[src/rtl/ddc_ci_vcp_framer_checker_top_defines.svh]
// Assertion macros for the DDC/CI VCP framer and reply checker.
// Included by the top level; needs no package.
`ifndef DDC_CI_VCP_FRAMER_CHECKER_TOP_DEFINES_SVH
`define DDC_CI_VCP_FRAMER_CHECKER_TOP_DEFINES_SVH

`ifndef ASSERT_OFF
`define ASSERT_IMPL(lbl, clk, rst_n, ante, cons) \
    lbl: assert property (@(posedge clk) disable iff (!rst_n) (ante) |-> (cons)) \
        else $error("implication check failed");
`define ASSERT_NEXT(lbl, clk, rst_n, ante, cons) \
    lbl: assert property (@(posedge clk) disable iff (!rst_n) (ante) |=> (cons)) \
        else $error("next-cycle check failed");
`else
`define ASSERT_IMPL(lbl, clk, rst_n, ante, cons)
`define ASSERT_NEXT(lbl, clk, rst_n, ante, cons)
`endif

`endif

[src/rtl/ddc_vcp_pkg.sv]
// Shared types and protocol constants for the DDC/CI VCP framer and checker.
// No dependencies.
package ddc_vcp_pkg;

    // frame bytes
    localparam logic [7:0] HOST_ADDR    = 8'h6E;
    localparam logic [7:0] SRC_ADDR     = 8'h51;
    localparam logic [7:0] SET_LEN_BYTE = 8'h84;
    localparam logic [7:0] SET_OPCODE   = 8'h03;
    localparam logic [7:0] GET_LEN_BYTE = 8'h82;
    localparam logic [7:0] GET_OPCODE   = 8'h01;
    localparam logic [7:0] REPLY_SEED   = 8'h6F;
    localparam logic [7:0] REPLY_OPCODE = 8'h02;

    localparam int         REPLY_LENGTH   = 11;
    localparam logic [3:0] REPLY_LAST_IDX = 4'(REPLY_LENGTH - 1);

    // byte positions inside a reply
    localparam logic [3:0] RPL_POS_DEST = 4'd0;
    localparam logic [3:0] RPL_POS_OPC  = 4'd2;
    localparam logic [3:0] RPL_POS_CODE = 4'd4;
    localparam logic [3:0] RPL_POS_MAX  = 4'd7;
    localparam logic [3:0] RPL_POS_CUR  = 4'd9;

    // last byte index of each frame
    localparam logic [2:0] SET_LAST_IDX = 3'd6;
    localparam logic [2:0] GET_LAST_IDX = 3'd4;

    localparam logic [3:0] MAX_TRIES_RESET   = 4'd10;
    localparam logic       REG_IDX_MAX_TRIES = 1'b0;

    localparam int QUEUE_DEPTH = 4;
    localparam int QUEUE_AW    = $clog2(QUEUE_DEPTH);

    typedef enum logic [1:0] {
        OP_SET   = 2'd0,
        OP_GET   = 2'd1,
        OP_REPLY = 2'd2,
        OP_FAIL  = 2'd3
    } t_op;

    typedef enum logic [1:0] {
        JOB_SET = 2'd0,
        JOB_GET = 2'd1,
        JOB_RES = 2'd2
    } t_job_kind;

    typedef struct packed {
        t_job_kind   kind;
        logic [7:0]  code;
        logic [15:0] value;
        logic        ok;
        logic [7:0]  max_v;
        logic [7:0]  cur_v;
        logic [3:0]  tries;
    } t_job;

    typedef struct packed {
        logic full;
        logic empty;
    } t_q_status;

endpackage

[src/rtl/ddc_vcp_front.sv]
// Front end: accepts input requests, tracks the get/reply state and
// classifies each request into at most one output job. Uses ddc_vcp_pkg.
module ddc_vcp_front (
    input  logic                i_clk,
    input  logic                i_rst_n,
    input  logic                i_valid,
    output logic                o_ready,
    input  logic [1:0]          i_op,
    input  logic [7:0]          i_code,
    input  logic [15:0]         i_value,
    input  logic [7:0]          i_rx,
    input  logic [3:0]          i_max_tries,
    input  ddc_vcp_pkg::t_q_status i_q_status,
    output logic                o_push,
    output ddc_vcp_pkg::t_job   o_job
);
    import ddc_vcp_pkg::*;

    logic       r_await, n_await;
    logic [7:0] r_pend, n_pend;
    logic [3:0] r_try, n_try;
    logic [3:0] r_idx, n_idx;
    logic [7:0] r_xor, n_xor;
    logic       r_hdr, n_hdr;
    logic [7:0] r_cmax, n_cmax;
    logic [7:0] r_ccur, n_ccur;

    logic acc;
    logic start_req, fail_att, res_ok;

    assign o_ready = !i_q_status.full;
    assign acc     = i_valid && o_ready;

    always_comb begin
        n_await   = r_await;
        n_pend    = r_pend;
        n_try     = r_try;
        n_idx     = r_idx;
        n_xor     = r_xor;
        n_hdr     = r_hdr;
        n_cmax    = r_cmax;
        n_ccur    = r_ccur;
        start_req = 1'b0;
        fail_att  = 1'b0;
        res_ok    = 1'b0;
        o_push    = 1'b0;
        o_job.kind  = JOB_RES;
        o_job.code  = r_pend;
        o_job.value = '0;
        o_job.ok    = 1'b0;
        o_job.max_v = '0;
        o_job.cur_v = '0;
        o_job.tries = r_try;

        if (acc) begin
            case (t_op'(i_op))
                OP_SET: begin
                    n_await     = 1'b0;
                    n_idx       = '0;
                    o_push      = 1'b1;
                    o_job.kind  = JOB_SET;
                    o_job.code  = i_code;
                    o_job.value = i_value;
                end
                OP_GET: begin
                    n_pend    = i_code;
                    n_try     = 4'd1;
                    start_req = 1'b1;
                end
                OP_REPLY: begin
                    if (r_await) begin
                        if (r_idx >= REPLY_LAST_IDX) begin
                            if (r_hdr && i_rx == r_xor) begin
                                res_ok = 1'b1;
                            end else begin
                                fail_att = 1'b1;
                            end
                        end else begin
                            case (r_idx)
                                RPL_POS_DEST: if (i_rx != HOST_ADDR) n_hdr = 1'b0;
                                RPL_POS_OPC:  if (i_rx != REPLY_OPCODE) n_hdr = 1'b0;
                                RPL_POS_CODE: if (i_rx != r_pend) n_hdr = 1'b0;
                                RPL_POS_MAX:  n_cmax = i_rx;
                                RPL_POS_CUR:  n_ccur = i_rx;
                                default: ;
                            endcase
                            // the destination byte is not part of the checksum
                            if (r_idx != RPL_POS_DEST) begin
                                n_xor = r_xor ^ i_rx;
                            end
                            n_idx = r_idx + 4'd1;
                        end
                    end
                end
                OP_FAIL: begin
                    if (r_await) begin
                        fail_att = 1'b1;
                    end
                end
                default: ;
            endcase
        end

        if (fail_att) begin
            if (r_try >= i_max_tries) begin
                n_await     = 1'b0;
                n_idx       = '0;
                o_push      = 1'b1;
                o_job.kind  = JOB_RES;
                o_job.tries = r_try;
            end else begin
                n_try     = r_try + 4'd1;
                start_req = 1'b1;
            end
        end

        if (res_ok) begin
            n_await     = 1'b0;
            n_idx       = '0;
            o_push      = 1'b1;
            o_job.kind  = JOB_RES;
            o_job.ok    = 1'b1;
            o_job.max_v = r_cmax;
            o_job.cur_v = r_ccur;
            o_job.tries = r_try;
        end

        if (start_req) begin
            n_await    = 1'b1;
            n_idx      = '0;
            n_xor      = REPLY_SEED ^ SRC_ADDR;
            n_hdr      = 1'b1;
            n_cmax     = '0;
            n_ccur     = '0;
            o_push     = 1'b1;
            o_job.kind = JOB_GET;
            o_job.code = n_pend;
        end
    end

    always_ff @(posedge i_clk) begin
        if (!i_rst_n) begin
            r_await <= 1'b0;
            r_pend  <= '0;
            r_try   <= '0;
            r_idx   <= '0;
            r_xor   <= '0;
            r_hdr   <= 1'b1;
            r_cmax  <= '0;
            r_ccur  <= '0;
        end else begin
            r_await <= n_await;
            r_pend  <= n_pend;
            r_try   <= n_try;
            r_idx   <= n_idx;
            r_xor   <= n_xor;
            r_hdr   <= n_hdr;
            r_cmax  <= n_cmax;
            r_ccur  <= n_ccur;
        end
    end

endmodule

[src/rtl/ddc_vcp_queue.sv]
// Small job queue between the front end and the byte serializer.
// Uses ddc_vcp_pkg (t_job, t_q_status, QUEUE_DEPTH).
module ddc_vcp_queue (
    input  logic                   i_clk,
    input  logic                   i_rst_n,
    input  logic                   i_push,
    input  ddc_vcp_pkg::t_job      i_job,
    input  logic                   i_pop,
    output ddc_vcp_pkg::t_job      o_head,
    output ddc_vcp_pkg::t_q_status o_status
);
    import ddc_vcp_pkg::*;

    t_job                r_mem [QUEUE_DEPTH];
    logic [QUEUE_AW-1:0] r_wp, n_wp;
    logic [QUEUE_AW-1:0] r_rp, n_rp;
    logic [QUEUE_AW:0]   r_cnt, n_cnt;
    logic                do_push, do_pop;

    assign o_status.full  = (r_cnt == (QUEUE_AW+1)'(QUEUE_DEPTH));
    assign o_status.empty = (r_cnt == '0);
    assign do_push        = i_push && !o_status.full;
    assign do_pop         = i_pop && !o_status.empty;
    assign o_head         = r_mem[r_rp];

    always_comb begin
        n_wp  = do_push ? r_wp + 1'b1 : r_wp;
        n_rp  = do_pop ? r_rp + 1'b1 : r_rp;
        n_cnt = r_cnt + (QUEUE_AW+1)'(do_push) - (QUEUE_AW+1)'(do_pop);
    end

    always_ff @(posedge i_clk) begin
        if (do_push) begin
            r_mem[r_wp] <= i_job;
        end
    end

    always_ff @(posedge i_clk) begin
        if (!i_rst_n) begin
            r_wp  <= '0;
            r_rp  <= '0;
            r_cnt <= '0;
        end else begin
            r_wp  <= n_wp;
            r_rp  <= n_rp;
            r_cnt <= n_cnt;
        end
    end

endmodule

[src/rtl/ddc_vcp_back.sv]
// Back end: turns the queue head job into frame bytes or a get result, one
// per unstalled cycle, into a registered output stage. Uses ddc_vcp_pkg.
module ddc_vcp_back (
    input  logic                   i_clk,
    input  logic                   i_rst_n,
    input  ddc_vcp_pkg::t_job      i_head,
    input  ddc_vcp_pkg::t_q_status i_q_status,
    output logic                   o_pop,
    output logic                   o_valid,
    input  logic                   i_ready,
    output logic                   o_kind,
    output logic [7:0]             o_tx_byte,
    output logic                   o_last,
    output logic                   o_success,
    output logic [7:0]             o_rpt_max,
    output logic [7:0]             o_rpt_cur,
    output logic [3:0]             o_tries_used
);
    import ddc_vcp_pkg::*;

    logic [2:0] r_idx;
    logic       r_valid;
    logic       r_kind, r_last, r_success;
    logic [7:0] r_tx, r_max, r_cur;
    logic [3:0] r_tries;

    logic       advance, take;
    logic       c_kind, c_last;
    logic [7:0] c_tx, c_max, c_cur;
    logic [3:0] c_tries;
    logic [7:0] set_sum, get_sum;

    assign set_sum = HOST_ADDR ^ SRC_ADDR ^ SET_LEN_BYTE ^ SET_OPCODE ^ i_head.code
                   ^ i_head.value[15:8] ^ i_head.value[7:0];
    assign get_sum = HOST_ADDR ^ SRC_ADDR ^ GET_LEN_BYTE ^ GET_OPCODE ^ i_head.code;

    always_comb begin
        c_kind  = 1'b0;
        c_tx    = '0;
        c_last  = 1'b1;
        c_max   = '0;
        c_cur   = '0;
        c_tries = '0;
        case (i_head.kind)
            JOB_SET: begin
                c_last = (r_idx == SET_LAST_IDX);
                case (r_idx)
                    3'd0:    c_tx = SRC_ADDR;
                    3'd1:    c_tx = SET_LEN_BYTE;
                    3'd2:    c_tx = SET_OPCODE;
                    3'd3:    c_tx = i_head.code;
                    3'd4:    c_tx = i_head.value[15:8];
                    3'd5:    c_tx = i_head.value[7:0];
                    default: c_tx = set_sum;
                endcase
            end
            JOB_GET: begin
                c_last = (r_idx == GET_LAST_IDX);
                case (r_idx)
                    3'd0:    c_tx = SRC_ADDR;
                    3'd1:    c_tx = GET_LEN_BYTE;
                    3'd2:    c_tx = GET_OPCODE;
                    3'd3:    c_tx = i_head.code;
                    default: c_tx = get_sum;
                endcase
            end
            default: begin
                c_kind  = 1'b1;
                c_max   = i_head.max_v;
                c_cur   = i_head.cur_v;
                c_tries = i_head.tries;
            end
        endcase
    end

    // output stage refills whenever it is empty or being drained
    assign advance = !r_valid || i_ready;
    assign take    = advance && !i_q_status.empty;
    assign o_pop   = take && c_last;

    always_ff @(posedge i_clk) begin
        if (!i_rst_n) begin
            r_valid <= 1'b0;
            r_idx   <= '0;
        end else begin
            if (advance) begin
                r_valid <= !i_q_status.empty;
            end
            if (take) begin
                r_idx <= c_last ? 3'd0 : r_idx + 3'd1;
            end
        end
    end

    always_ff @(posedge i_clk) begin
        if (take) begin
            r_kind    <= c_kind;
            r_tx      <= c_tx;
            r_last    <= c_last;
            r_success <= c_kind && i_head.ok;
            r_max     <= c_max;
            r_cur     <= c_cur;
            r_tries   <= c_tries;
        end
    end

    assign o_valid      = r_valid;
    assign o_kind       = r_kind;
    assign o_tx_byte    = r_tx;
    assign o_last       = r_last;
    assign o_success    = r_success;
    assign o_rpt_max    = r_max;
    assign o_rpt_cur    = r_cur;
    assign o_tries_used = r_tries;

endmodule

[src/rtl/ddc_ci_vcp_framer_checker_top.sv]
// Top level of the DDC/CI VCP set/get framer and reply checker.
// Uses ddc_vcp_pkg, ddc_vcp_front, ddc_vcp_queue, ddc_vcp_back and the defines header.

// Host side of DDC/CI VCP feature access. A set request yields a 7-byte frame, a get
// request a 5-byte frame, and the 11 reply bytes then fed back are checked; a good
// reply or an exhausted retry count yields one result item (tuser=1). The input side
// takes one request per cycle while the 4-entry job queue has room; each request
// leaves at most one job there. The output serializer sends one item per cycle unless
// m_axis_tready stalls it; a set yields 7 items, a get request 5 and a result 1, and
// it sets the sustained rate. max_tries sits at APB byte address 0 (reset 10).
`include "ddc_ci_vcp_framer_checker_top_defines.svh"

module ddc_ci_vcp_framer_checker_top (
    input  logic        i_clk,
    input  logic        i_rst_n,
    // request stream
    input  logic        s_axis_tvalid,
    output logic        s_axis_tready,
    input  logic [31:0] s_axis_tdata,   // feature_code[7:0], set_word[23:8], rx_byte[31:24]
    input  logic [1:0]  s_axis_tuser,   // op[1:0]
    // output stream
    output logic        m_axis_tvalid,
    input  logic        m_axis_tready,
    output logic [31:0] m_axis_tdata,   // tx_byte[7:0], success[8], rpt_max[16:9],
                                        // rpt_cur[24:17], tries_used[28:25], zero
    output logic        m_axis_tlast,
    output logic        m_axis_tuser,   // kind[0]
    // register port
    input  logic        psel,
    input  logic        penable,
    input  logic        pwrite,
    input  logic [2:0]  paddr,
    input  logic [31:0] pwdata,
    output logic [31:0] prdata,
    output logic        pready
);
    import ddc_vcp_pkg::*;

    logic [3:0] r_max_tries;

    t_job      push_job, head_job;
    logic      push, pop;
    t_q_status q_status;

    logic       out_success;
    logic [7:0] out_tx, out_max, out_cur;
    logic [3:0] out_tries;

    assign pready = 1'b1;
    assign prdata = (paddr[2] == REG_IDX_MAX_TRIES) ? {28'd0, r_max_tries} : 32'd0;

    always_ff @(posedge i_clk) begin
        if (!i_rst_n) begin
            r_max_tries <= MAX_TRIES_RESET;
        end else if (psel && penable && pwrite && pready && paddr[2] == REG_IDX_MAX_TRIES) begin
            r_max_tries <= pwdata[3:0];
        end
    end

    ddc_vcp_front u_front (
        .i_clk       (i_clk),
        .i_rst_n     (i_rst_n),
        .i_valid     (s_axis_tvalid),
        .o_ready     (s_axis_tready),
        .i_op        (s_axis_tuser),
        .i_code      (s_axis_tdata[7:0]),
        .i_value     (s_axis_tdata[23:8]),
        .i_rx        (s_axis_tdata[31:24]),
        .i_max_tries (r_max_tries),
        .i_q_status  (q_status),
        .o_push      (push),
        .o_job       (push_job)
    );

    ddc_vcp_queue u_queue (
        .i_clk    (i_clk),
        .i_rst_n  (i_rst_n),
        .i_push   (push),
        .i_job    (push_job),
        .i_pop    (pop),
        .o_head   (head_job),
        .o_status (q_status)
    );

    ddc_vcp_back u_back (
        .i_clk        (i_clk),
        .i_rst_n      (i_rst_n),
        .i_head       (head_job),
        .i_q_status   (q_status),
        .o_pop        (pop),
        .o_valid      (m_axis_tvalid),
        .i_ready      (m_axis_tready),
        .o_kind       (m_axis_tuser),
        .o_tx_byte    (out_tx),
        .o_last       (m_axis_tlast),
        .o_success    (out_success),
        .o_rpt_max    (out_max),
        .o_rpt_cur    (out_cur),
        .o_tries_used (out_tries)
    );

    assign m_axis_tdata = {3'd0, out_tries, out_cur, out_max, out_success, out_tx};

    // a result is always a single, final item
    `ASSERT_IMPL(a_result_last, i_clk, i_rst_n, m_axis_tvalid && m_axis_tuser, m_axis_tlast)
    // a failed get reports zero values
    `ASSERT_IMPL(a_fail_zero, i_clk, i_rst_n, m_axis_tvalid && m_axis_tuser && !out_success, out_max == 8'd0 && out_cur == 8'd0)
    // the queue can never be full and empty together
    `ASSERT_IMPL(a_queue_sane, i_clk, i_rst_n, 1'b1, !(q_status.full && q_status.empty))
    // a pop always takes the final item of a job into the output stage
    `ASSERT_NEXT(a_pop_last, i_clk, i_rst_n, pop, m_axis_tvalid && m_axis_tlast)

endmodule
[config.mk]
export PLATFORM = sky130hd
export DESIGN_NAME = ddc_ci_vcp_framer_checker_top
export DESIGN_NICKNAME = d
export VERILOG_FILES = /design/src/rtl/ddc_vcp_pkg.sv /design/src/rtl/ddc_vcp_front.sv /design/src/rtl/ddc_vcp_queue.sv /design/src/rtl/ddc_vcp_back.sv /design/src/rtl/ddc_ci_vcp_framer_checker_top.sv
export VERILOG_INCLUDE_DIRS = /design/src /design/src/rtl
export SDC_FILE = /design/constraint.sdc
export NUM_CORES = 1
export LEC_CHECK = 0
export ABC_AREA = 0
export BUFFER_PORTS_ARGS = -buffer_cell sky130_fd_sc_hd__buf_4
export CELL_PAD_IN_SITES_DETAIL_PLACEMENT = 1
export CELL_PAD_IN_SITES_GLOBAL_PLACEMENT = 1
export CORE_ASPECT_RATIO = 0.7
export CORE_MARGIN = 2
export CORE_UTILIZATION = 40
export DETAILED_ROUTE_END_ITERATION = 8
export PLACE_DENSITY_LB_ADDON = 0.1
export SYNTH_ARGS = -nofsm -noshare
export SYNTH_HDL_FRONTEND = slang
export SYNTH_HIERARCHICAL = 1
export SYNTH_SLANG_ARGS = --single-unit
[constraint.sdc]
create_clock -name i_clk -period 4.7 [get_ports i_clk]
set_clock_uncertainty 0.05 [all_clocks]
set_input_delay 0.94 -clock i_clk [delete_from_list [all_inputs] [get_ports i_clk]]
set_output_delay 0.94 -clock i_clk [all_outputs]
set_load 0.1 [all_outputs]
==> Word-level counts from Yosys, hierarchy flattened <==
Memory sizes are Yosys's and may differ from the RTL's. A register that Yosys moved wholly into a read port is not among the register bits.
Index checks and enable logic that the tools add are counted.
W data, S select, Z words.
{ "totals": {"register_bits": 88, "ramBits": 188, "inputBits": 76, "output_inout_bits": 69, "word_cells": 163, "mem_count": 1} }
{ "op_classes": {"add_sub_neg": 7, "n_lt_le_gt_ge": 2, "n_eq_ne": 23, "muxes": 67, "bitwise": 8, "n_reduce_logical": 33} }
{ "memory_table": {"columns": ["memory", "depth", "width", "read_ports", "rd_clocked_by_memory_dff", "write_ports", "line_no", "rtl"], "rows": [
  ["u_queue.r_mem", 4, 47, 1, 1, 1, "ddc_vcp_queue.sv:14", "t_job r_mem [QUEUE_DEPTH];"]
]} }
{ "ops": {"columns": ["operator", "n"], "rows": [
  ["$mux W26", 2],
  ["$pmux W8 S6", 1],
  ["$mux W4", 10],
  ["$mux W6", 6],
  ["$mux W1", 32],
  ["$pmux W8 S4", 1],
  ["$xor A8 B8 Y8", 3],
  ["$mux W21", 1],
  ["$reduce_and A5 Y1", 4],
  ["$mux W8", 2],
  ["$pmux W8 S2", 1],
  ["$eq A3 B3 Y1 const B", 4],
  ["$logic_and A1 B1 Y1", 10],
  ["$mux W10", 1],
  ["$mux W2", 5],
  ["$add A4 B1 Y4 const B", 2],
  ["$eq A4 B3 Y1 const B", 2],
  ["$eq A8 B8 Y1", 1],
  ["$ne A2 B1 Y1 const B", 4],
  ["$ne A8 B2 Y1 const B", 1],
  ["$ne A8 B7 Y1 const B", 1],
  ["$ne A8 B8 Y1", 1],
  ["$pmux W4 S2", 1],
  ["$reduce_and A8 Y1", 1],
  ["other kinds (28)", 43]
]} }

==> Longest topological paths before layout <==
Gate-level depths: netlist of the first run.
{ "logic_depth": {"depth_word": 13, "depth_mapped": 17, "depth_no_buf": 16} }

==> By module <==
The synthesis of the first run kept the hierarchy.
{ "by_module_without_submodules": {"columns": ["module", "instances", "cells_each", "area_each_um2", "seq_area_each_um2"], "rows": [
  ["ddc_vcp_queue", 1, 296, 7292.0, 5825.6],
  ["ddc_vcp_front", 1, 309, 2607.5, 840.8],
  ["ddc_vcp_back", 1, 179, 1948.1, 1011.0],
  ["ddc_ci_vcp_framer_checker_top", 1, 57, 471.7, 80.1]
]} }

==> Least setup slack after synthesis of the first run <==
OpenSTA, ideal clock, no wires.
{ "synth_path": {"path_kind": "input -> register", "start": "in s_axis_tdata[25]", "end": "mem u_queue/r_mem[0][0] in the netlist's numbering (enable)", "setup_time_ns": 0.409, "arrival_time_ns": 3.662, "path_slack_ns": 0.579, "path_stages": 9, "n_path_buf": 2, "cell_sequence": "clkbuf_1 > xor2_1 > a2111o_1 > nor4_4 > nor2_1 > nand3b_1 > nor2b_1 > buf_2 > and2_1"} }
{ "synth_via": {"elab_chain_cells": 13} }
{ "synth_rtl": {"columns": ["element", "line_no", "rtl"], "rows": [
  ["from (decl)", "ddc_ci_vcp_framer_checker_top.sv:19", "input logic [31:0] s_axis_tdata,"],
  ["$eq A8 B8 Y1 (*)", "ddc_vcp_front.sv:73", "if (r_hdr && i_rx == r_xor) begin"],
  ["$logic_and A1 B1 Y1 (*)", "ddc_vcp_front.sv:73", null],
  ["$mux W1", "ddc_vcp_front.sv:73", null],
  ["$mux W1", "ddc_vcp_front.sv:72", "if (r_idx >= REPLY_LAST_IDX) begin"],
  ["$mux W1", "ddc_vcp_front.sv:71", "if (r_await) begin"],
  ["$pmux W1 S2", "ddc_vcp_front.sv:56", "case (t_op'(i_op))"],
  ["$mux W1", "ddc_vcp_front.sv:55", "if (acc) begin"],
  ["$mux W1", "ddc_vcp_front.sv:104", "if (fail_att) begin"],
  ["$mux W1", "ddc_vcp_front.sv:117", "if (res_ok) begin"],
  ["$mux W1 (*)", "ddc_vcp_front.sv:128", "if (start_req) begin"],
  ["named net push", "ddc_ci_vcp_framer_checker_top.sv:42", "logic push, pop;"],
  ["$logic_and A1 B1 Y1 (*)", "ddc_vcp_queue.sv:22", "assign do_push = i_push && !o_status.full;"],
  ["$mux W1 (*)", "ddc_vcp_queue.sv:33", "if (do_push) begin"],
  ["$mux W1 (implied by the code) (*)", "ddc_vcp_queue.sv:34", "r_mem[r_wp] <= i_job;"],
  ["to (decl)", "ddc_vcp_queue.sv:14", null]
]} }
Mark *: on every way through the listed nets, which the timed path passes. The rest lies on a longest branch.

==> Worst setup path in the final report of the first run <==
{ "layout_path": {"start": "reg u_front.r_idx[1]", "end": "reg u_queue.r_cnt[2]"} }
{ "layout_via": {"elab_chain_cells": 11} }
{ "layout_rtl": {"columns": ["element", "line_no", "rtl"], "rows": [
  ["from (decl)", "ddc_vcp_front.sv:22", "logic [3:0] r_idx, n_idx;"],
  ["from (signal assigned)", "ddc_vcp_front.sv:155", "r_idx <= n_idx;"],
  ["$ge A4 B4 Y1 (*)", "ddc_vcp_front.sv:72", null],
  ["$mux W1", "ddc_vcp_front.sv:72", null],
  ["$mux W1", "ddc_vcp_front.sv:71", null],
  ["$pmux W1 S2", "ddc_vcp_front.sv:56", null],
  ["$mux W1", "ddc_vcp_front.sv:55", null],
  ["$mux W1", "ddc_vcp_front.sv:104", null],
  ["$mux W1", "ddc_vcp_front.sv:117", null],
  ["$mux W1 (*)", "ddc_vcp_front.sv:128", null],
  ["named net push", "ddc_ci_vcp_framer_checker_top.sv:42", null],
  ["$logic_and A1 B1 Y1 (*)", "ddc_vcp_queue.sv:22", null],
  ["$add A3 B1 Y3 (*)", "ddc_vcp_queue.sv:29", "n_cnt = r_cnt + (QUEUE_AW+1)'(do_push) - (QUEUE_AW+1)'(do_pop);"],
  ["$sub A3 B1 Y3 (*)", "ddc_vcp_queue.sv:29", null],
  ["to (signal assigned)", "ddc_vcp_queue.sv:46", "r_cnt <= n_cnt;"],
  ["to (decl)", "ddc_vcp_queue.sv:17", "logic [QUEUE_AW:0] r_cnt, n_cnt;"]
]} }
Marked as above.
A chain may end at the register's enable or synchronous reset.

==> results of run 1 <==
==> metrics by stage <==
| stage | hold slack (ns) | setup WS [ns] | instances | util [%] | area [µm²] |
|---|---|---|---|---|---|
| global route | 0.471 | 0.613 | 1356 | 46.6 | 14100 |
| CTS | 0.435 | 0.833 | 1356 | 46.6 | 14100 |
| detailed placement | 0.418 | 0.453 | 1303 | 43.7 | 13200 |
| finish | 0.431 | 0.828 | 1356 | 46.6 | 14100 |
| global placement | 0.413 | 0.569 | 1303 | 43.7 | 13200 |
| floorplan | 0.394 | 0.579 | 871 | - | 12400 |
==> final cells by class <==
| cell class | count | share of cell area, % |
|---|---|---|
| tap | 412 | 3.67 |
| clock inverter | 13 | 0.783 |
| inverter | 26 | 0.712 |
| clock buffer | 40 | 5.53 |
| multi-input combinational | 491 | 28.9 |
| timing repair buffer | 96 | 5.21 |
| sequential | 278 | 55.2 |
==> worst max-delay path by stage <==
stage	start	end	slack, ns	cells after the start
2_1_floorplan	s_axis_tdata[25]	u_queue/r_mem[0][0]	0.58	9
3_3_place_gp	s_axis_tdata[26]	u_queue/r_cnt[2]	0.57	15
3_5_place_dp	s_axis_tdata[26]	u_queue/r_cnt[2]	0.45	15
4_1_cts	u_front/r_idx[1]	u_queue/r_cnt[2]	0.83	15
5_1_grt	u_front/r_idx[1]	u_queue/r_cnt[2]	0.61	15
6_report	u_front/r_idx[1]	u_queue/r_cnt[2]	0.83	15
==> cells in the mapped netlist, drive strengths merged, types with 8 or more instances <==
| cell | count |
|---|---|
| mux2 | 10 |
| nand2 | 49 |
| mux2i | 22 |
| buf | 58 |
| nand2b | 8 |
| a21oi | 24 |
| dfxtp | 59 |
| mux4 | 47 |
| nor2 | 41 |
| nor3 | 10 |
| clkbuf | 18 |
| xor2 | 14 |
| and2 | 61 |
| nand3 | 19 |
| ha | 20 |
| edfxtp | 219 |
| inv | 26 |
| a211oi | 8 |
| xnor2 | 22 |
| o21ai | 13 |
| nor2b | 11 |
==> power groups by stage <==
stage	Clock [mW]	Sequential, mW	Combinational [mW]
after detailed placement	0	3.17	2.66
after global placement	0	3.15	2.61
final	2.18	3.11	2.63
after global routing	2.33	3.14	2.78
after floorplan	0	4.16	1.12
after CTS	2.24	3.12	2.66
==> tightest hold or removal path, delay by kind of cell (launching register included) <==
kind          cells  cell delay, ns
flops             1            0.32
simple gates      1            0.06
mux               1            0.05
==> registers in the layout (all words and copies together) (netlist names), named ones only <==
signal,count
u_back/o_success,1
u_front/r_await,1
u_back/o_valid,1
u_front/r_xor,8
u_back/o_rpt_max,8
u_front/r_pend,8
u_back/o_rpt_cur,8
u_back/o_kind,1
u_queue/r_mem,188
u_queue/r_rp,2
u_front/r_cmax,8
r_max_tries,4
u_front/r_try,4
u_front/r_idx,4
u_back/o_last,1
u_front/r_hdr,1
u_back/o_tries_used,4
u_back/r_idx,3
u_back/o_tx_byte,8
u_front/r_ccur,8
u_queue/r_wp,2
u_queue/r_cnt,3
==> per-layer routing <==
layer	global-route usage, %	wire, µm	vias up
li1	-	-	3234
met1	26.1	13400	3585
met2	28.9	13100	150
met3	2.99	1230	42
met4	3.72	582	0
met5	0	0	-
==> cells by family (layout without fill, tap and decap cells) <==
group	Yosys count	in the layout
xor gates and xnor gates	36	36
other	2	32
and+or+nand+nor	230	230
AOI/OAI and AO/OA	93	93
muxes	79	79
DFF	278	278
buffers and inverters	102	175
adders and majority gates	21	21
==> flow_summary_export.csv, run 1 <==
group,metric,value,unit
timing,maxSlewHeadroom,20.9,%
synthesis,synth_fa_ha_area_share,2.19,%
grt,grt_pass1_wl,43.7,mm
power_and_ir_drop,power.switching,2.99,mW
placed_design,globalplace.congestion,0.803,
grt,largest_net_degree_at_the_start_of_global_routing,48,
hold_path,hold_crit_depth,2,
floorplanning,chipWidth,214,µm
clock_tree,cts-htree-levels,1,
placed_design,io_buffer_count,82,
synthesis,synthSimpleGateAreaFrac,10.4,%
power_and_ir_drop,p_int,4.93,mW
floorplanning,row_cnt,53,
flow_run,cap_violations,0,
synthesis,synth_cells,841,
cells_and_area,areaGrowthSynthToFinish,14.1,%
cells_and_area,area.sequential,7760,µm²
grt,grt.overflow.total,0,
clock_tree,clock_path_buffers,3,
timing,timing.final.hold_violations,0,
hold_path,hold_path_startpoint,"r_max_tries[2]",
timing,period_minus_slack,3.87,ns
cells_and_area,mostFrequentLayoutCells,"219 x edfxtp_1, 95 x buf_4, 57 x dfxtp_1, 57 x and2_1, 49 x nand2_1",
synthesis,yosysWarnings,6,
cells_and_area,antennaDiodeCount,0,
route,route.vias.total,7011,
clock_tree,clock_sinks,278,
setup_path,worst_path_most_repeated_cell,"ha_1",
power_and_ir_drop,power_frac_clock,27.5,%
grt,grt_pass1_vias,7517,
setup_path,setup.worst_path.class,"reg2reg",
power_and_ir_drop,power_frac_seq,39.3,%
power_and_ir_drop,p_per_area,563,nW/µm²
synthesis,synth_top_flop_cell,"edfxtp_1",
synthesis,asyncSetResetFlopFracSynth,0,%
hold_path,holdPathEnd,"r_max_tries[2]",
synthesis,synth_compound_area_share,5.55,%
route,drc_errors,0,
setup_path,worst_ep_arrival_time,4.27,ns
cells_and_area,final_nets,1019,
clock_tree,tritoncts,"yes",
power_and_ir_drop,power.switching_fraction,37.7,%
timing,report.final.slew_viol_count,0,
timing,totalNegativeSetupSlack,0,ns
setup_path,crit_path_cell_trace,"ha_1, o31ai_1, a2111o_1, a311oi_4, a21oi_4, nand3b_1, nor2b_1, inv_1, ha_1, inv_1, ha_1, fa_1, xnor2_1, xnor2_1, and2_1",
clock_tree,clk_latency,0.55,ns
grt,grt_antenna_before_repair,0,
route,route.final.wire_length,28.3,mm
setup_path,crit-reg2reg-launch,"u_front/r_idx[1]",
outcome,outcome,"finished clean",
synthesis,largest_family_of_logic_cells_by_synthesized_area,"multiplexers",
cells_and_area,mostFrequentLayoutCell,"edfxtp_1",
floorplanning,core_footprint,30200,µm²
route,first_iter_violations,447,
setup_path,regToRegEndpoint,"u_queue/r_cnt[2]",
clock_tree,postCtsSetupBuffers,0,
route,antenna_left,0,
synthesis,synthDominantAreaCellType,"edfxtp_1",
setup_path,max_stage_delay_cell_worst_path,"a2111o_1",
synthesis,synth_area,12300,µm²
setup_path,critical_path.max_stage_delay,0.55,ns
setup_path,rrSetupSlack,0.83,ns
power_and_ir_drop,max-vdd-ir-drop,0.338,mV
timing,grt_setup_unrepaired,"false",
floorplanning,start_util,40.8,%
synthesis,ys_ff_latch,278,
clock_tree,cts-buffers-inserted,29,
synthesis,synthXorXnorAreaFrac,2.56,%
timing,tightestPinTransition,1.18,ns
synthesis,yosysSeqAreaShare,63.0,%
setup_path,worstSetupStartpointType,"register",
cells_and_area,multi_input_area,4070,µm²
setup_path,crit_buf_inv,2,
power_and_ir_drop,power.combinational.fraction,33.2,%
synthesis,syn_avg_cell_area,14.6,µm²
setup_path,required,5.10,ns
synthesis,synth_edf_count,219,
setup_path,r2r_cells,15,
cells_and_area,fillCellCount,3005,
cells_and_area,final_layout_size_suffix_gt1_share,23.1,%
timing,finalCritPeriodShare,82.4,%
setup_path,path_delay_family,"adder cells",
floorplanning,die_area,32200,µm²
clock_tree,worst_setup_hold_path_clk_slew,0.06,ns
placed_design,post-dp-hpwl,18.6,mm
setup_path,critical_path.max_fanout,9,
floorplanning,die_y,151,µm
timing,setup_viol,0,
synthesis,yosys.cell_types.count,76,
floorplanning,io-pin-count,145,
route,routedWlPerCell,20.9,µm
hold_path,hold_path_class,"reg2reg",
power_and_ir_drop,power,7.92,mW
grt,grt_util_all_layers,18.0,%
synthesis,post_synth_main_area_contributors,"edfxtp_1 53%, dfxtp_1 9.6%, mux4_2 8.6%",
synthesis,synth.mux.area_fraction,11.3,%
route,drt_first_pass_iters,4,
clock_tree,post_cts_resize_count,0,
clock_tree,cts_hold_repair.buffers,0,
timing,maximum_operating_frequency,258,MHz
clock_tree,clock_root_cell,"clkbuf_16",
power_and_ir_drop,p_leak,4.83,nW
synthesis,yosys.area.top_type_share,53.4,%
route,vias_per_cell,5.17,
setup_path,critical_path.endpoint_type,"register",
(Power assumes the default switching activity.)
==> inputs of run 2 (changes only) <==
==> constraint.sdc (replaced) <==
create_clock -name i_clk -period 3.7 [get_ports i_clk]
set_clock_uncertainty 0.05 [all_clocks]
set_input_delay 0.74 -clock i_clk [delete_from_list [all_inputs] [get_ports i_clk]]
set_output_delay 0.74 -clock i_clk [all_outputs]
set_load 0.1 [all_outputs]
==> run 2 against run 1 <==
Compared with the run above:
- fmax increased by 9.4%
- cell area grew 1.5%
- non-clock buffer count up 22
- die area is the same
- worst setup slack got worse by 0.67 ns
- clock power up 24%
- global-route usage up 0.62 points
- combinational power rose by 30%
- routed wire length is 3.1% higher
- first-iteration DRC count up 18%
- via count is 2.2% higher
- sequential share of layout area is 0.80 points lower
- largest cell class unchanged
==> flow_summary_export.csv, run 2 (synthesis gave the netlist of run 1 again) <==
group,metric,value,unit
setup_path,critical_path.max_fanout,5,
cells_and_area,final_layout_size_suffix_gt1_share,25.7,%
route,first_iter_violations,526,
placed_design,dp_worst_setup_slack,-0.234,ns
hold_path,hold_path_class,"in2reg",
floorplanning,die_y,151,µm
floorplanning,io-pin-count,145,
timing,finalCritPeriodShare,95.6,%
timing,totalNegativeSetupSlack,0,ns
grt,largest_net_degree_at_the_start_of_global_routing,48,
timing,timing.final.hold_violations,0,
clock_tree,cts-htree-levels,1,
setup_path,worstSetupStartpointType,"register",
setup_path,crit-reg2reg-launch,"u_front/r_idx[0]",
floorplanning,start_util,40.8,%
floorplanning,core_footprint,30200,µm²
placed_design,post-dp-hpwl,18.8,mm
placed_design,globalplace.congestion,0.835,
setup_path,worst_path_most_repeated_cell,"inv_1",
setup_path,required,4.09,ns
grt,grt_pass1_wl,45.2,mm
clock_tree,cts-buffers-inserted,28,
route,route.final.wire_length,29.2,mm
setup_path,crit_path_cell_trace,"inv_1, ha_4, o31ai_1, a2111o_1, a311oi_4, a21oi_4, nand3b_1, nor2b_4, inv_2, ha_1, inv_1, ha_2, fa_2, xnor2_2, xnor2_1, and2_1",
floorplanning,chipWidth,214,µm
timing,maxSlewHeadroom,33.9,%
grt,grt.overflow.total,0,
timing,maximum_operating_frequency,283,MHz
power_and_ir_drop,max-vdd-ir-drop,0.416,mV
clock_tree,clock_sinks,278,
setup_path,max_stage_delay_cell_worst_path,"a2111o_1",
outcome,outcome,"finished clean",
timing,report.final.slew_viol_count,0,
setup_path,setup.worst_path.class,"reg2reg",
route,vias_per_cell,5.21,
cells_and_area,antennaDiodeCount,0,
clock_tree,worst_setup_hold_path_clk_slew,0.06,ns
cells_and_area,final_nets,1040,
setup_path,path_delay_family,"compound AO/OA/AOI/OAI gates",
flow_run,cap_violations,0,
setup_path,regToRegEndpoint,"u_queue/r_cnt[2]",
floorplanning,row_cnt,53,
setup_path,r2r_cells,16,
setup_path,worst_setup_path_endpoint,"u_queue/r_cnt[2]",
grt,grt_util_all_layers,18.7,%
grt,grt_antenna_before_repair,0,
route,drt_first_pass_iters,4,
floorplanning,die_area,32200,µm²
cells_and_area,mostFrequentLayoutCells,"219 x edfxtp_1, 114 x buf_4, 57 x dfxtp_1, 57 x and2_1, 49 x nand2_1",
cells_and_area,regMostFlops,"u_queue/r_mem",
clock_tree,tritoncts,"yes",
setup_path,critical_path.endpoint_type,"register",
route,drc_errors,0,
power_and_ir_drop,p_leak,4.94,nW
setup_path,rrSetupSlack,0.16,ns
route,antenna_left,0,
setup_path,worst-path-stages,16,
timing,setup_viol,0,
grt,grt_pass1_vias,7670,
clock_tree,clock_path_buffers,3,
cells_and_area,fillCellCount,2995,
route,route.vias.total,7165,
cells_and_area,final-instance-count-excl-fill,1376,
cells_and_area,areaGrowthSynthToFinish,15.8,%
clock_tree,clk_latency,0.54,ns
timing,period_minus_slack,3.54,ns
cells_and_area,fin_util,47.3,%
hold_path,hold_crit_depth,3,
cells_and_area,number_of_flip_flops_under_the_largest_register_name,188,
clock_tree,clock_root_cell,"clkbuf_16",
placed_design,io_buffer_count,82,
power_and_ir_drop,p_per_area,706,nW/µm²
timing,tightestPinTransition,0.992,ns
setup_path,critical_path.max_stage_delay,0.46,ns
setup_path,crit_buf_inv,3,
route,routedWlPerCell,21.2,µm
placed_design,placed_cells_incl_taps,1324,
timing,grt_setup_unrepaired,"false",
cells_and_area,mostFrequentLayoutCell,"edfxtp_1",
power_and_ir_drop,power,10.1,mW
setup_path,worstSetupStartpoint,"u_front/r_idx[0]",
setup_path,worst_ep_arrival_time,3.93,ns
timing,setup_ws,0.162,ns
run 2: worst register-to-register path, cell delays in order (launching register included):
cell,delay (ns)
dfxtp_1,0.35
inv_1,0.18
ha_4,0.19
o31ai_1,0.13
a2111o_1,0.46
a311oi_4,0.35
a21oi_4,0.09
nand3b_1,0.13
nor2b_4,0.19
inv_2,0.04
ha_1,0.27
inv_1,0.04
ha_2,0.17
fa_2,0.36
xnor2_2,0.16
xnor2_1,0.13
and2_1,0.15
run 2: worst min path at each step:
stage / startpoint / slack [ns] / endpoint
floorplan: r_max_tries[2] / 0.39 / r_max_tries[2]
global placement: r_max_tries[2] / 0.41 / r_max_tries[2]
detailed placement: u_front/r_ccur[6] / 0.43 / u_front/r_ccur[6]
CTS: pwdata[0] / 0.37 / r_max_tries[0]
global route: s_axis_tdata[1] / 0.39 / u_front/r_pend[1]
finish: pwdata[0] / 0.40 / r_max_tries[0]
run 2: power breakdown:
group          switching (mW)  internal [mW]  total [mW]
logic                    2.53          0.886        3.42
registers               0.142           3.81        3.96
clock network            1.18           1.52        2.70
run 2: timing repair:
item / 4_1_cts / 5_1_grt
endpoints found under the setup margin: 1 / 1
hold buffers: 0 / 0
gates cloned: 0 / 0
pin swaps: 0 / 2
buffers inserted: 0 / 1
gates resized for setup: 1 / 3
run 2: through the flow:
stage / hold slack (ns) / area [µm²]
6_report: 0.398 / 14300
4_1_cts: 0.372 / 14200
3_3_place_gp: 0.414 / 13400
2_1_floorplan: 0.394 / 12500
3_5_place_dp: 0.428 / 13400
5_1_grt: 0.387 / 14300
run 2: cell type report:
| class | count | area [µm²] | share of cell area [%] |
|---|---|---|---|
| clock buffer | 39 | 773 | 5.42 |
| clock inverter | 12 | 85.1 | 0.596 |
| inverter | 26 | 100 | 0.702 |
| multi-input combinational | 491 | 4100 | 28.7 |
| sequential | 278 | 7760 | 54.4 |
| tap | 412 | 515 | 3.61 |
| timing repair buffer | 118 | 936 | 6.56 |
run 2: per-layer routing:
layer	part of all wire (%)	wire, µm	track usage [%]
met5	0	0	0
met4	1.8	524	4.20
met3	3.7	1070	3.11
met2	47	13800	30.9
met1	47	13800	25.9
